[src/design/l2dt_pkg.sv]
// ----------------------------------------------------------------------------
// l2dt_pkg
// shared types and constants for the l2 distance top-k selector
// ----------------------------------------------------------------------------
package l2dt_pkg;
  localparam int HEAP_DEPTH = 16;
  localparam int ELEM_BITS  = 16;
  localparam int DIST_W     = 44;
  localparam int IDX_W      = 31;
  localparam int HPOS_W     = $clog2(HEAP_DEPTH);
  localparam int FILL_W     = $clog2(HEAP_DEPTH + 1);
  localparam int KEEP_W     = 5;
  localparam int SQ_W       = 2 * (ELEM_BITS + 1);

  localparam logic [1:0] OP_ACC   = 2'd0;
  localparam logic [1:0] OP_DRAIN = 2'd1;
  localparam logic [1:0] OP_CLEAR = 2'd2;
  localparam logic [1:0] OP_RSVD  = 2'd3;

  localparam logic [1:0] REG_KEEP = 2'd0;

  localparam logic [DIST_W-1:0] DIST_MAX = {DIST_W{1'b1}};

  // command handed from the front part to the heap engine
  typedef enum logic [1:0] {
    CMD_OFFER = 2'd0,
    CMD_DRAIN = 2'd1,
    CMD_CLEAR = 2'd2
  } cmd_kind_t;

  typedef struct packed {
    cmd_kind_t          kind;
    logic [DIST_W-1:0]  distance;
    logic [IDX_W-1:0]   idx;
  } cmd_t;

  typedef struct packed {
    logic [DIST_W-1:0] distance;
    logic [IDX_W-1:0]  idx;
  } entry_t;
endpackage

[src/design/l2dt_ram.sv]
// ----------------------------------------------------------------------------
// l2dt_ram
// generic single-port-write, single-port-read RAM with registered read
// ----------------------------------------------------------------------------
module l2dt_ram #(
  parameter int WIDTH = 8,
  parameter int DEPTH = 16
) (
  input  logic                     clk,
  input  logic                     we,
  input  logic [$clog2(DEPTH)-1:0] waddr,
  input  logic [WIDTH-1:0]         wdata,
  input  logic [$clog2(DEPTH)-1:0] raddr,
  output logic [WIDTH-1:0]         rdata
);
  logic [WIDTH-1:0] mem [DEPTH];

  always_ff @(posedge clk) begin
    if (we) begin
      mem[waddr] <= wdata;
    end
    rdata <= mem[raddr];
  end
endmodule

[src/design/l2dt_front.sv]
// ----------------------------------------------------------------------------
// l2dt_front
// accumulates squared element differences and issues heap commands
// ----------------------------------------------------------------------------
module l2dt_front (
  input  logic                 clk,
  input  logic                 rst_n,
  input  logic                 in_valid,
  output logic                 in_ready,
  input  logic [1:0]           opcode,
  input  logic [15:0]          query_elem,
  input  logic [15:0]          base_elem,
  input  logic                 last_elem,
  input  logic [30:0]          vector_index,
  output logic                 cmd_valid,
  input  logic                 cmd_ready,
  output l2dt_pkg::cmd_t       cmd
);
  import l2dt_pkg::*;

  // stage 1: square of the difference, registered
  logic                    s1_v_r, s1_v_nxt;
  logic [1:0]              s1_op_r;
  logic                    s1_last_r;
  logic [IDX_W-1:0]        s1_idx_r;
  logic [SQ_W-1:0]         s1_sq_r;
  logic [DIST_W-1:0]       sum_r, sum_nxt;
  logic                    out_v_r, out_v_nxt;
  cmd_t                    out_r, out_nxt;

  logic signed [ELEM_BITS:0] diff;
  logic [ELEM_BITS:0]        mag;
  logic [DIST_W:0]           add;
  logic [DIST_W-1:0]         sat;
  logic                      s1_adv, s1_emits;

  assign diff = $signed({query_elem[ELEM_BITS-1], query_elem[ELEM_BITS-1:0]})
              - $signed({base_elem[ELEM_BITS-1], base_elem[ELEM_BITS-1:0]});
  assign mag  = diff[ELEM_BITS] ? (ELEM_BITS+1)'(-diff) : diff;

  assign add = {1'b0, sum_r} + (DIST_W+1)'(s1_sq_r);
  assign sat = add[DIST_W] ? DIST_MAX : add[DIST_W-1:0];

  assign s1_emits = (s1_op_r == OP_ACC && s1_last_r) || s1_op_r == OP_DRAIN
                 || s1_op_r == OP_CLEAR;
  // stage 1 moves when it needs no output slot or the slot frees
  assign s1_adv   = !s1_v_r || !s1_emits || !out_v_r || cmd_ready;
  assign in_ready = s1_adv;

  always_comb begin
    sum_nxt   = sum_r;
    out_v_nxt = out_v_r && !cmd_ready;
    out_nxt   = out_r;
    if (s1_v_r && s1_adv) begin
      unique case (s1_op_r)
        OP_ACC: begin
          sum_nxt = s1_last_r ? '0 : sat;
          if (s1_last_r) begin
            out_v_nxt        = 1'b1;
            out_nxt.kind     = CMD_OFFER;
            out_nxt.distance = sat;
            out_nxt.idx      = s1_idx_r;
          end
        end
        OP_DRAIN: begin
          out_v_nxt    = 1'b1;
          out_nxt.kind = CMD_DRAIN;
        end
        OP_CLEAR: begin
          out_v_nxt    = 1'b1;
          out_nxt.kind = CMD_CLEAR;
        end
        default: ;
      endcase
    end
    s1_v_nxt = s1_adv ? in_valid : s1_v_r;
  end

  always_ff @(posedge clk) begin
    if (!rst_n) begin
      s1_v_r  <= 1'b0;
      out_v_r <= 1'b0;
      sum_r   <= '0;
    end else begin
      s1_v_r  <= s1_v_nxt;
      out_v_r <= out_v_nxt;
      sum_r   <= sum_nxt;
    end
    out_r <= out_nxt;
    if (s1_adv) begin
      s1_op_r   <= opcode;
      s1_last_r <= last_elem;
      s1_idx_r  <= vector_index;
      s1_sq_r   <= mag * mag;
    end
  end

  assign cmd_valid = out_v_r;
  assign cmd       = out_r;
endmodule

[src/design/l2dt_queue.sv]
// ----------------------------------------------------------------------------
// l2dt_queue
// short command fifo between the front part and the heap engine
// ----------------------------------------------------------------------------
module l2dt_queue (
  input  logic           clk,
  input  logic           rst_n,
  input  logic           wr_valid,
  output logic           wr_ready,
  input  l2dt_pkg::cmd_t wr_data,
  output logic           rd_valid,
  input  logic           rd_ready,
  output l2dt_pkg::cmd_t rd_data
);
  import l2dt_pkg::*;

  localparam int QD = 4;
  cmd_t       q_r [QD];
  logic [1:0] wp_r, rp_r;
  logic [2:0] cnt_r;
  logic       push, pop;

  assign wr_ready = cnt_r != 3'(QD);
  assign rd_valid = cnt_r != '0;
  assign rd_data  = q_r[rp_r];
  assign push     = wr_valid && wr_ready;
  assign pop      = rd_valid && rd_ready;

  always_ff @(posedge clk) begin
    if (!rst_n) begin
      wp_r  <= '0;
      rp_r  <= '0;
      cnt_r <= '0;
    end else begin
      if (push) wp_r <= wp_r + 2'd1;
      if (pop)  rp_r <= rp_r + 2'd1;
      cnt_r <= cnt_r + 3'(push) - 3'(pop);
    end
    if (push) q_r[wp_r] <= wr_data;
  end
endmodule

[src/design/l2dt_heap.sv]
// ----------------------------------------------------------------------------
// l2dt_heap
// bounded max-heap engine: insert with sift-up, replace-root with sift-down,
// drain in array order, clear
// ----------------------------------------------------------------------------
module l2dt_heap (
  input  logic                 clk,
  input  logic                 rst_n,
  input  logic [4:0]           keep_count,
  input  logic                 cmd_valid,
  output logic                 cmd_ready,
  input  l2dt_pkg::cmd_t       cmd,
  output logic                 res_valid,
  input  logic                 res_ready,
  output logic [43:0]          res_dist,
  output logic [30:0]          res_idx,
  output logic                 res_entry_valid,
  output logic                 res_last,
  output logic                 busy
);
  import l2dt_pkg::*;

  localparam logic [3:0] S_IDLE  = 4'd0;
  localparam logic [3:0] S_UPRD  = 4'd1;
  localparam logic [3:0] S_UPCMP = 4'd2;
  localparam logic [3:0] S_DNRDL = 4'd3;
  localparam logic [3:0] S_DNRDR = 4'd4;
  localparam logic [3:0] S_DNCMP = 4'd5;
  localparam logic [3:0] S_DRRD  = 4'd6;
  localparam logic [3:0] S_DRWT  = 4'd7;
  localparam logic [3:0] S_DROUT = 4'd8;

  logic [3:0]        st_r, st_nxt;
  logic [FILL_W-1:0] fill_r, fill_nxt;
  logic [HPOS_W:0]   pos_r, pos_nxt;   // one extra bit for child positions
  logic [HPOS_W:0]   oth_r, oth_nxt;   // parent, larger child or drain position
  entry_t            cur_r, cur_nxt;   // entry being moved
  entry_t            big_r, big_nxt;
  logic              bigv_r, bigv_nxt;

  logic              we;
  logic [HPOS_W-1:0] waddr, raddr;
  entry_t            wdata, rdata;

  logic              ov_r, ov_nxt;
  entry_t            o_r, o_nxt;
  logic              oev_r, oev_nxt, ol_r, ol_nxt;

  logic [FILL_W-1:0] cap;
  logic [HPOS_W+1:0] lc, rc;

  l2dt_ram #(.WIDTH(DIST_W + IDX_W), .DEPTH(HEAP_DEPTH)) u_ram (
    .clk(clk), .we(we), .waddr(waddr), .wdata(wdata),
    .raddr(raddr), .rdata(rdata)
  );

  always_comb begin
    if (keep_count == '0) cap = FILL_W'(1);
    else if (32'(keep_count) > HEAP_DEPTH) cap = FILL_W'(HEAP_DEPTH);
    else cap = FILL_W'(keep_count);
  end

  assign lc = {pos_r, 1'b1};
  assign rc = {pos_r, 1'b0} + (HPOS_W+2)'(2);

  assign cmd_ready = (st_r == S_IDLE) && !ov_r;

  always_comb begin
    st_nxt   = st_r;
    fill_nxt = fill_r;
    pos_nxt  = pos_r;
    oth_nxt  = oth_r;
    cur_nxt  = cur_r;
    big_nxt  = big_r;
    bigv_nxt = bigv_r;
    we       = 1'b0;
    waddr    = pos_r[HPOS_W-1:0];
    wdata    = cur_r;
    raddr    = oth_r[HPOS_W-1:0];
    ov_nxt   = ov_r && !res_ready;
    o_nxt    = o_r;
    oev_nxt  = oev_r;
    ol_nxt   = ol_r;
    unique case (st_r)
      S_IDLE: begin
        raddr = '0;
        if (cmd_valid && cmd_ready) begin
          unique case (cmd.kind)
            CMD_OFFER: begin
              cur_nxt.distance = cmd.distance;
              cur_nxt.idx      = cmd.idx;
              if (fill_r < cap) begin
                pos_nxt  = (HPOS_W+1)'(fill_r);
                fill_nxt = fill_r + 1'b1;
                oth_nxt  = ((HPOS_W+1)'(fill_r) - 1'b1) >> 1;
                st_nxt   = S_UPRD;
              end else if (fill_r != '0) begin
                pos_nxt = '0;
                st_nxt  = S_DNRDL;  // root read issued now, same address
              end
            end
            CMD_DRAIN: begin
              if (fill_r == '0) begin
                ov_nxt  = 1'b1;
                o_nxt   = '0;
                oev_nxt = 1'b0;
                ol_nxt  = 1'b1;
              end else begin
                oth_nxt = '0;
                st_nxt  = S_DRRD;
              end
            end
            CMD_CLEAR: fill_nxt = '0;
            default: ;
          endcase
        end
      end
      S_UPRD: begin
        // at the root place the new entry, else read its parent
        if (pos_r == '0) begin
          we     = 1'b1;
          st_nxt = S_IDLE;
        end else begin
          st_nxt = S_UPCMP;
        end
      end
      S_UPCMP: begin
        if (rdata.distance >= cur_r.distance) begin
          we     = 1'b1;
          st_nxt = S_IDLE;
        end else begin
          // parent moves down, entry moves up
          we      = 1'b1;
          wdata   = rdata;
          pos_nxt = oth_r;
          oth_nxt = (oth_r - 1'b1) >> 1;
          st_nxt  = S_UPRD;
        end
      end
      S_DNRDL: begin
        // issue read of left child; root/current value is cur_r
        bigv_nxt = 1'b0;
        if (pos_r == '0 && !(cur_r.distance < rdata.distance)) begin
          // root data arrives on the first pass: not smaller, heap untouched
          st_nxt = S_IDLE;
        end else if ((HPOS_W+2)'(fill_r) > lc) begin
          raddr  = lc[HPOS_W-1:0];
          st_nxt = S_DNRDR;
        end else begin
          we     = 1'b1;
          st_nxt = S_IDLE;
        end
      end
      S_DNRDR: begin
        // left child data arrives; issue right child read
        big_nxt = rdata;
        if (rdata.distance > cur_r.distance) begin
          bigv_nxt = 1'b1;
          oth_nxt  = lc[HPOS_W:0];
        end
        raddr = rc[HPOS_W-1:0];
        st_nxt = S_DNCMP;
      end
      S_DNCMP: begin
        if ((HPOS_W+2)'(fill_r) > rc &&
            rdata.distance > (bigv_r ? big_r.distance : cur_r.distance)) begin
          bigv_nxt = 1'b1;
          big_nxt  = rdata;
          oth_nxt  = rc[HPOS_W:0];
        end
        st_nxt = S_DNRDL;
        if (((HPOS_W+2)'(fill_r) > rc &&
             rdata.distance > (bigv_r ? big_r.distance : cur_r.distance))) begin
          we      = 1'b1;
          wdata   = rdata;
          pos_nxt = rc[HPOS_W:0];
        end else if (bigv_r) begin
          we      = 1'b1;
          wdata   = big_r;
          pos_nxt = oth_r;
        end else begin
          we     = 1'b1;
          st_nxt = S_IDLE;
        end
      end
      S_DRRD: begin
        st_nxt = S_DRWT;
      end
      S_DRWT: begin
        if (!ov_r || res_ready) begin
          ov_nxt  = 1'b1;
          o_nxt   = rdata;
          oev_nxt = 1'b1;
          ol_nxt  = (oth_r + 1'b1) == (HPOS_W+1)'(fill_r);
          if (ol_nxt) begin
            st_nxt = S_IDLE;
          end else begin
            oth_nxt = oth_r + 1'b1;
            st_nxt  = S_DROUT;
          end
        end
      end
      S_DROUT: begin
        st_nxt = S_DRWT;
      end
      default: st_nxt = S_IDLE;
    endcase
  end

  always_ff @(posedge clk) begin
    if (!rst_n) begin
      st_r   <= S_IDLE;
      fill_r <= '0;
      ov_r   <= 1'b0;
      bigv_r <= 1'b0;
    end else begin
      st_r   <= st_nxt;
      fill_r <= fill_nxt;
      ov_r   <= ov_nxt;
      bigv_r <= bigv_nxt;
    end
    pos_r <= pos_nxt;
    oth_r <= oth_nxt;
    cur_r <= cur_nxt;
    big_r <= big_nxt;
    o_r   <= o_nxt;
    oev_r <= oev_nxt;
    ol_r  <= ol_nxt;
  end

  assign res_valid       = ov_r;
  assign res_dist        = o_r.distance;
  assign res_idx         = o_r.idx;
  assign res_entry_valid = oev_r;
  assign res_last        = ol_r;
  assign busy            = st_r != S_IDLE;
endmodule

[src/design/l2_distance_topk_select.sv]
// ----------------------------------------------------------------------------
// l2_distance_topk_select
// squared euclidean distance with a bounded max-heap of the smallest results
// ----------------------------------------------------------------------------
// throughput: one element per cycle while in_tready is high; a vector end
//   sends the heap engine through a sift-up (read parent, compare) or a
//   sift-down (read left, read right, compare) per level, hidden by a 4-entry
//   command queue when vectors are long; drain results follow one at a time
// reset: rst_n synchronous; clears sum, heap fill and queue, keep_count = 16
module l2_distance_topk_select (
  input  logic        clk,
  input  logic        rst_n,
  input  logic        in_tvalid,
  output logic        in_tready,
  // [1:0] opcode, [17:2] query_elem, [33:18] base_elem, [64:34] vector_index
  input  logic [71:0] in_tdata,
  input  logic        in_tlast,      // last_elem
  output logic        out_tvalid,
  input  logic        out_tready,
  // [43:0] distance, [74:44] result_index
  output logic [79:0] out_tdata,
  output logic        out_tuser,     // entry_valid
  output logic        out_tlast,     // last_result
  input  logic        cfg_psel,
  input  logic        cfg_penable,
  input  logic        cfg_pwrite,
  input  logic [1:0]  cfg_paddr,
  input  logic [31:0] cfg_pwdata,
  output logic [31:0] cfg_prdata,
  output logic        cfg_pready
);
  import l2dt_pkg::*;

  logic [KEEP_W-1:0] keep_r;
  logic              fq_v, fq_r, hq_v, hq_r, busy;
  cmd_t              fq_d, hq_d;
  logic [DIST_W-1:0] r_dist;
  logic [IDX_W-1:0]  r_idx;

  assign cfg_pready = 1'b1;
  assign cfg_prdata = (cfg_paddr == REG_KEEP) ? 32'(keep_r) : '0;

  always_ff @(posedge clk) begin
    if (!rst_n) begin
      keep_r <= KEEP_W'(16);
    end else if (cfg_psel && cfg_penable && cfg_pwrite && cfg_paddr == REG_KEEP) begin
      keep_r <= cfg_pwdata[KEEP_W-1:0];
    end
  end

  l2dt_front u_front (
    .clk(clk), .rst_n(rst_n), .in_valid(in_tvalid), .in_ready(in_tready),
    .opcode(in_tdata[1:0]), .query_elem(in_tdata[17:2]),
    .base_elem(in_tdata[33:18]), .last_elem(in_tlast),
    .vector_index(in_tdata[64:34]),
    .cmd_valid(fq_v), .cmd_ready(fq_r), .cmd(fq_d)
  );

  l2dt_queue u_queue (
    .clk(clk), .rst_n(rst_n), .wr_valid(fq_v), .wr_ready(fq_r), .wr_data(fq_d),
    .rd_valid(hq_v), .rd_ready(hq_r), .rd_data(hq_d)
  );

  l2dt_heap u_heap (
    .clk(clk), .rst_n(rst_n), .keep_count(keep_r),
    .cmd_valid(hq_v), .cmd_ready(hq_r), .cmd(hq_d),
    .res_valid(out_tvalid), .res_ready(out_tready),
    .res_dist(r_dist), .res_idx(r_idx),
    .res_entry_valid(out_tuser), .res_last(out_tlast), .busy(busy)
  );

  assign out_tdata = {5'd0, r_idx, r_dist};

  // an empty-heap result is always the last of its drain
  a_empty_last: assert property (@(posedge clk) disable iff (!rst_n)
    out_tvalid && !out_tuser |-> out_tlast) else $error("empty result not last");

  // heap engine takes no command while it is working
  a_busy_no_cmd: assert property (@(posedge clk) disable iff (!rst_n)
    busy |-> !hq_r) else $error("command taken while busy");

  // held result stays stable under back-pressure
  a_out_hold: assert property (@(posedge clk) disable iff (!rst_n)
    out_tvalid && !out_tready |=> out_tvalid && $stable(out_tdata))
    else $error("result changed while stalled");
endmodule
[config.mk]
export PLATFORM = sky130hd
export DESIGN_NAME = l2_distance_topk_select
export DESIGN_NICKNAME = d
export VERILOG_FILES = /design/src/design/l2dt_pkg.sv /design/src/design/l2dt_ram.sv /design/src/design/l2dt_front.sv /design/src/design/l2dt_queue.sv /design/src/design/l2dt_heap.sv /design/src/design/l2_distance_topk_select.sv
export SDC_FILE = /design/constraint.sdc
export NUM_CORES = 2
export LEC_CHECK = 0
export BUFFER_PORTS_ARGS = -buffer_cell sky130_fd_sc_hd__buf_2
export CAP_MARGIN = 10
export CORE_UTILIZATION = 48
export CTS_BUF_LIST = sky130_fd_sc_hd__clkbuf_4
export CTS_CLUSTER_SIZE = 30
export DETAILED_ROUTE_END_ITERATION = 8
export PLACE_DENSITY_LB_ADDON = 0.3
export SKIP_CTS_REPAIR_TIMING = 1
export SLEW_MARGIN = 5
export SYNTH_ARGS = -nofsm -noshare
export SYNTH_HDL_FRONTEND = slang
export SYNTH_SLANG_ARGS = --single-unit
[constraint.sdc]
create_clock -name clk -period 33.4 [get_ports clk]
set_clock_uncertainty 0.15 [all_clocks]
set_input_delay 6.68 -clock clk [delete_from_list [all_inputs] [get_ports clk]]
set_output_delay 6.68 -clock clk [all_outputs]
set_load 0.02 [all_outputs]
==> flow_summary.ini <==
[grt]
grt_overflow = 0
grt.total_usage_pct = 21.61
grt_pass1_vias = 52080
grt_first_pass_wirelength_um = 314200
antenna_found_initial = 14
grt_max_degree = 153

[drt]
ant_nets = 0
routed_wl_um = 211800
drc = 0
vias_per_cell = 5.555
drt_first_pass_iters = 6
drt-initial-drc-count = 4175
vias = 51690
wl_per_cell_um = 22.76

[die]
rows = 160
die_area_um2 = 194400
start_util_pct = 48.46
die_h_um = 440.9
die_x_um = 440.9
coreArea_um2 = 190800
ios = 231

[worst_hold_path]
holdPathEnd = u_front.cmd[14]$_DFFE_PP_
hold_path_class = reg2reg
hold_path_depth = 0
holdCritStartpoint = u_front.s1_idx_r[14]$_DFFE_PN_

[logic_synthesis]
synthArstFlopShare_pct = 0
synth-edff-count = 1889
ys_top_cells_by_count = 1889 x edfxtp_1, 1209 x mux2i_1, 392 x inv_1, 275 x ha_1, 193 x fa_1
synth_compound_area_share_pct = 4.195
synthTopCellsByArea = edfxtp_1 61%, mux2i_1 13%, fa_1 4.2%
yosysSeqAreaShare_pct = 64.51
synth_area_um2 = 92450
synth.most_common_cell = edfxtp_1
syn-instance-count = 5889
synthMuxAreaShare_pct = 15.01
synthSimpleGateAreaFrac_pct = 4.187
ys_dominant_reg_cell = edfxtp_1
yosys.area_share.adder_pct = 7.901
synth_warnings = 0
syn_avg_cell_area_um2 = 15.70
synth.largest_area_cell = edfxtp_1
synthXorXnorAreaFrac_pct = 1.119
yosysUniqueCellTypes = 89
synth_top_family_by_area = multiplexers
synth_seq_cells = 2035
yosysTopAreaCellShare_pct = 61.35

[cts]
cts_buffer_depth = 4
cts_tree = done
root_buffer = clkbuf_4
clkTransAtPathRegs_ns = 0.07
clock_latency_ns = 1.39
cts_sinks = 2035
htreeDepth = 5
numCtsBuffers = 489

[sta]
relSlewSlack_pct = 13.32
drv_slew = 0
finalSetupTns_ns = 0
worstMarginPinSlew_ns = 1.300
fin_crit_sh_pct = 47.09
hold_viol = 0
final-setup-viol-count = 0
rsz0062_at_grt = no
fin_crit_ns = 15.73
timing.fmax_ghz = 0.06359

[status]
outcome = finished clean

[worst_setup_path]
ff2ff_path_depth = 14
r2r_end = u_heap.u_ram.mem[2][69]$_DFFE_PP_
critical_path_class = in2reg
critical-path-max-stage-delay_ns = 0.69
slowest_stage = a2111oi_0
cp_data_arrival_time_ns = 16.75
crit_fanout = 12
end_kind = flip-flop
cp-start-kind = input pin
critPathRequiredTime_ns = 34.42
r2r_start = u_heap.bigv_r$_SDFFE_PN0P_
r2r_setup_slack_ns = 25.67

[placement]
portBuffers = 163
dpl.hpwl_um = 123800
place.gp.congestion = 0.8983

[finish]
area_growth_pct = 10.84
drive_gt1_share_pct = 17.43
final_core_util_pct = 53.71
nNetsFinal = 6974

[flow_run]
drv_cap = 0
[cell families (layout without fill, tap and decap cells)]
logic type / count (synthesis) / after routing
other: 2 / 50
muxes: 1290 / 1290
xor gates and xnor gates: 113 / 113
DFF: 2035 / 2035
AOI/OAI and AO/OA: 534 / 534
buffers and inverters: 680 / 1537
adders and majority gates: 468 / 468
and+or+nand+nor: 767 / 767
[how the worst max path moves through the flow]
stage / depth (start not counted) / end / slack, ns / startpoint
finish: 35 / u_front.s1_sq_r[30]$_DFFE_PN_ / 17.67 / in_tdata[2]
global route: 35 / u_front.s1_sq_r[30]$_DFFE_PN_ / 17.07 / in_tdata[2]
CTS: 35 / u_front.s1_sq_r[30]$_DFFE_PN_ / 17.74 / in_tdata[2]
detailed placement: 35 / u_front.s1_sq_r[30]$_DFFE_PN_ / 16.20 / in_tdata[2]
global placement: 35 / u_front.s1_sq_r[30]$_DFFE_PN_ / 16.28 / in_tdata[2]
floorplan: 33 / u_front.s1_sq_r[33]$_DFFE_PN_ / 18.00 / in_tdata[2]
[metal layers]
metal	GRT usage [%]	routed length (µm)	vias to the layer above
met1	28.45	89470	26120
met3	3.802	13090	302
li1	-	-	23580
met5	0	61	-
met4	6.837	4383	12
met2	36.40	104800	1680
[area by class of cell]
type | instances | area (µm²)
Sequential cell | 2035 | 59660
Inverter | 399 | 1498
Tap cell | 2511 | 3142
Timing Repair Buffer | 250 | 1519
Clock buffer | 746 | 5600
Multi-Input combinational cell | 3217 | 30430
Antenna cell | 5 | 12.51
Fill cell | 15420 | 88300
Clock inverter | 142 | 621.8
[through the flow]
stage	worst slack, ns	cells	hold WS [ns]	instance area, µm²
2_1_floorplan	18.00	5932	0.2503	92620
3_3_place_gp	16.28	8412	0.2533	96240
3_5_place_dp	16.20	8412	0.2545	96240
4_1_cts	17.74	9300	0.2493	102500
5_1_grt	17.07	9303	0.2542	102500
6_report	17.67	9305	0.2697	102500
[state kept, by name (all words and copies together) (netlist names), 4 cells and up, named ones only]
| register | count |
|---|---|
| u_heap.st_r | 4 |
| u_heap.big_r | 75 |
| u_front.cmd | 77 |
| u_heap.cur_r | 75 |
| u_heap.res_dist | 44 |
| u_heap.res_idx | 31 |
| u_heap.pos_r | 5 |
| u_queue.q_r | 308 |
| u_front.sum_r | 44 |
| u_heap.u_ram.rdata | 75 |
| u_front.s1_sq_r | 33 |
| u_front.s1_idx_r | 31 |
| u_heap.u_ram.mem | 1200 |
| keep_r | 5 |
| u_heap.fill_r | 5 |
| u_heap.oth_r | 5 |
[critical path: cells and delay by family]
kind                       cells  cell delay (ns)
buffers and inverters          8             0.89
adders and majority gates      9             4.02
AOI/OAI and AO/OA             10             3.06
xor gates and xnor gates       1             0.63
and+or+nand+nor                7             1.46
[cells in the final DEF, fill, tap and decap left out, drive strengths merged, types with 47 or more instances in the layout]
cell    Yosys  layout
clkbuf    104     746
a21o       71      71
ha        275     275
a221o      80      80
mux4       77      77
edfxtp   1889    1889
fa        193     193
buf       177     250
inv       395     398
dfxtp     146     146
nor4       84      84
mux2i    1209    1209
nor2      174     174
a21oi     114     114
o21ai      70      70
nand2     191     191
xnor2      72      72
and2       95      95
clkinv      4     140
nor3       47      47
Power is left out: the tool's default activity adds up to more than one toggle a clock period on the data nets, which glitch-free logic cannot reach.
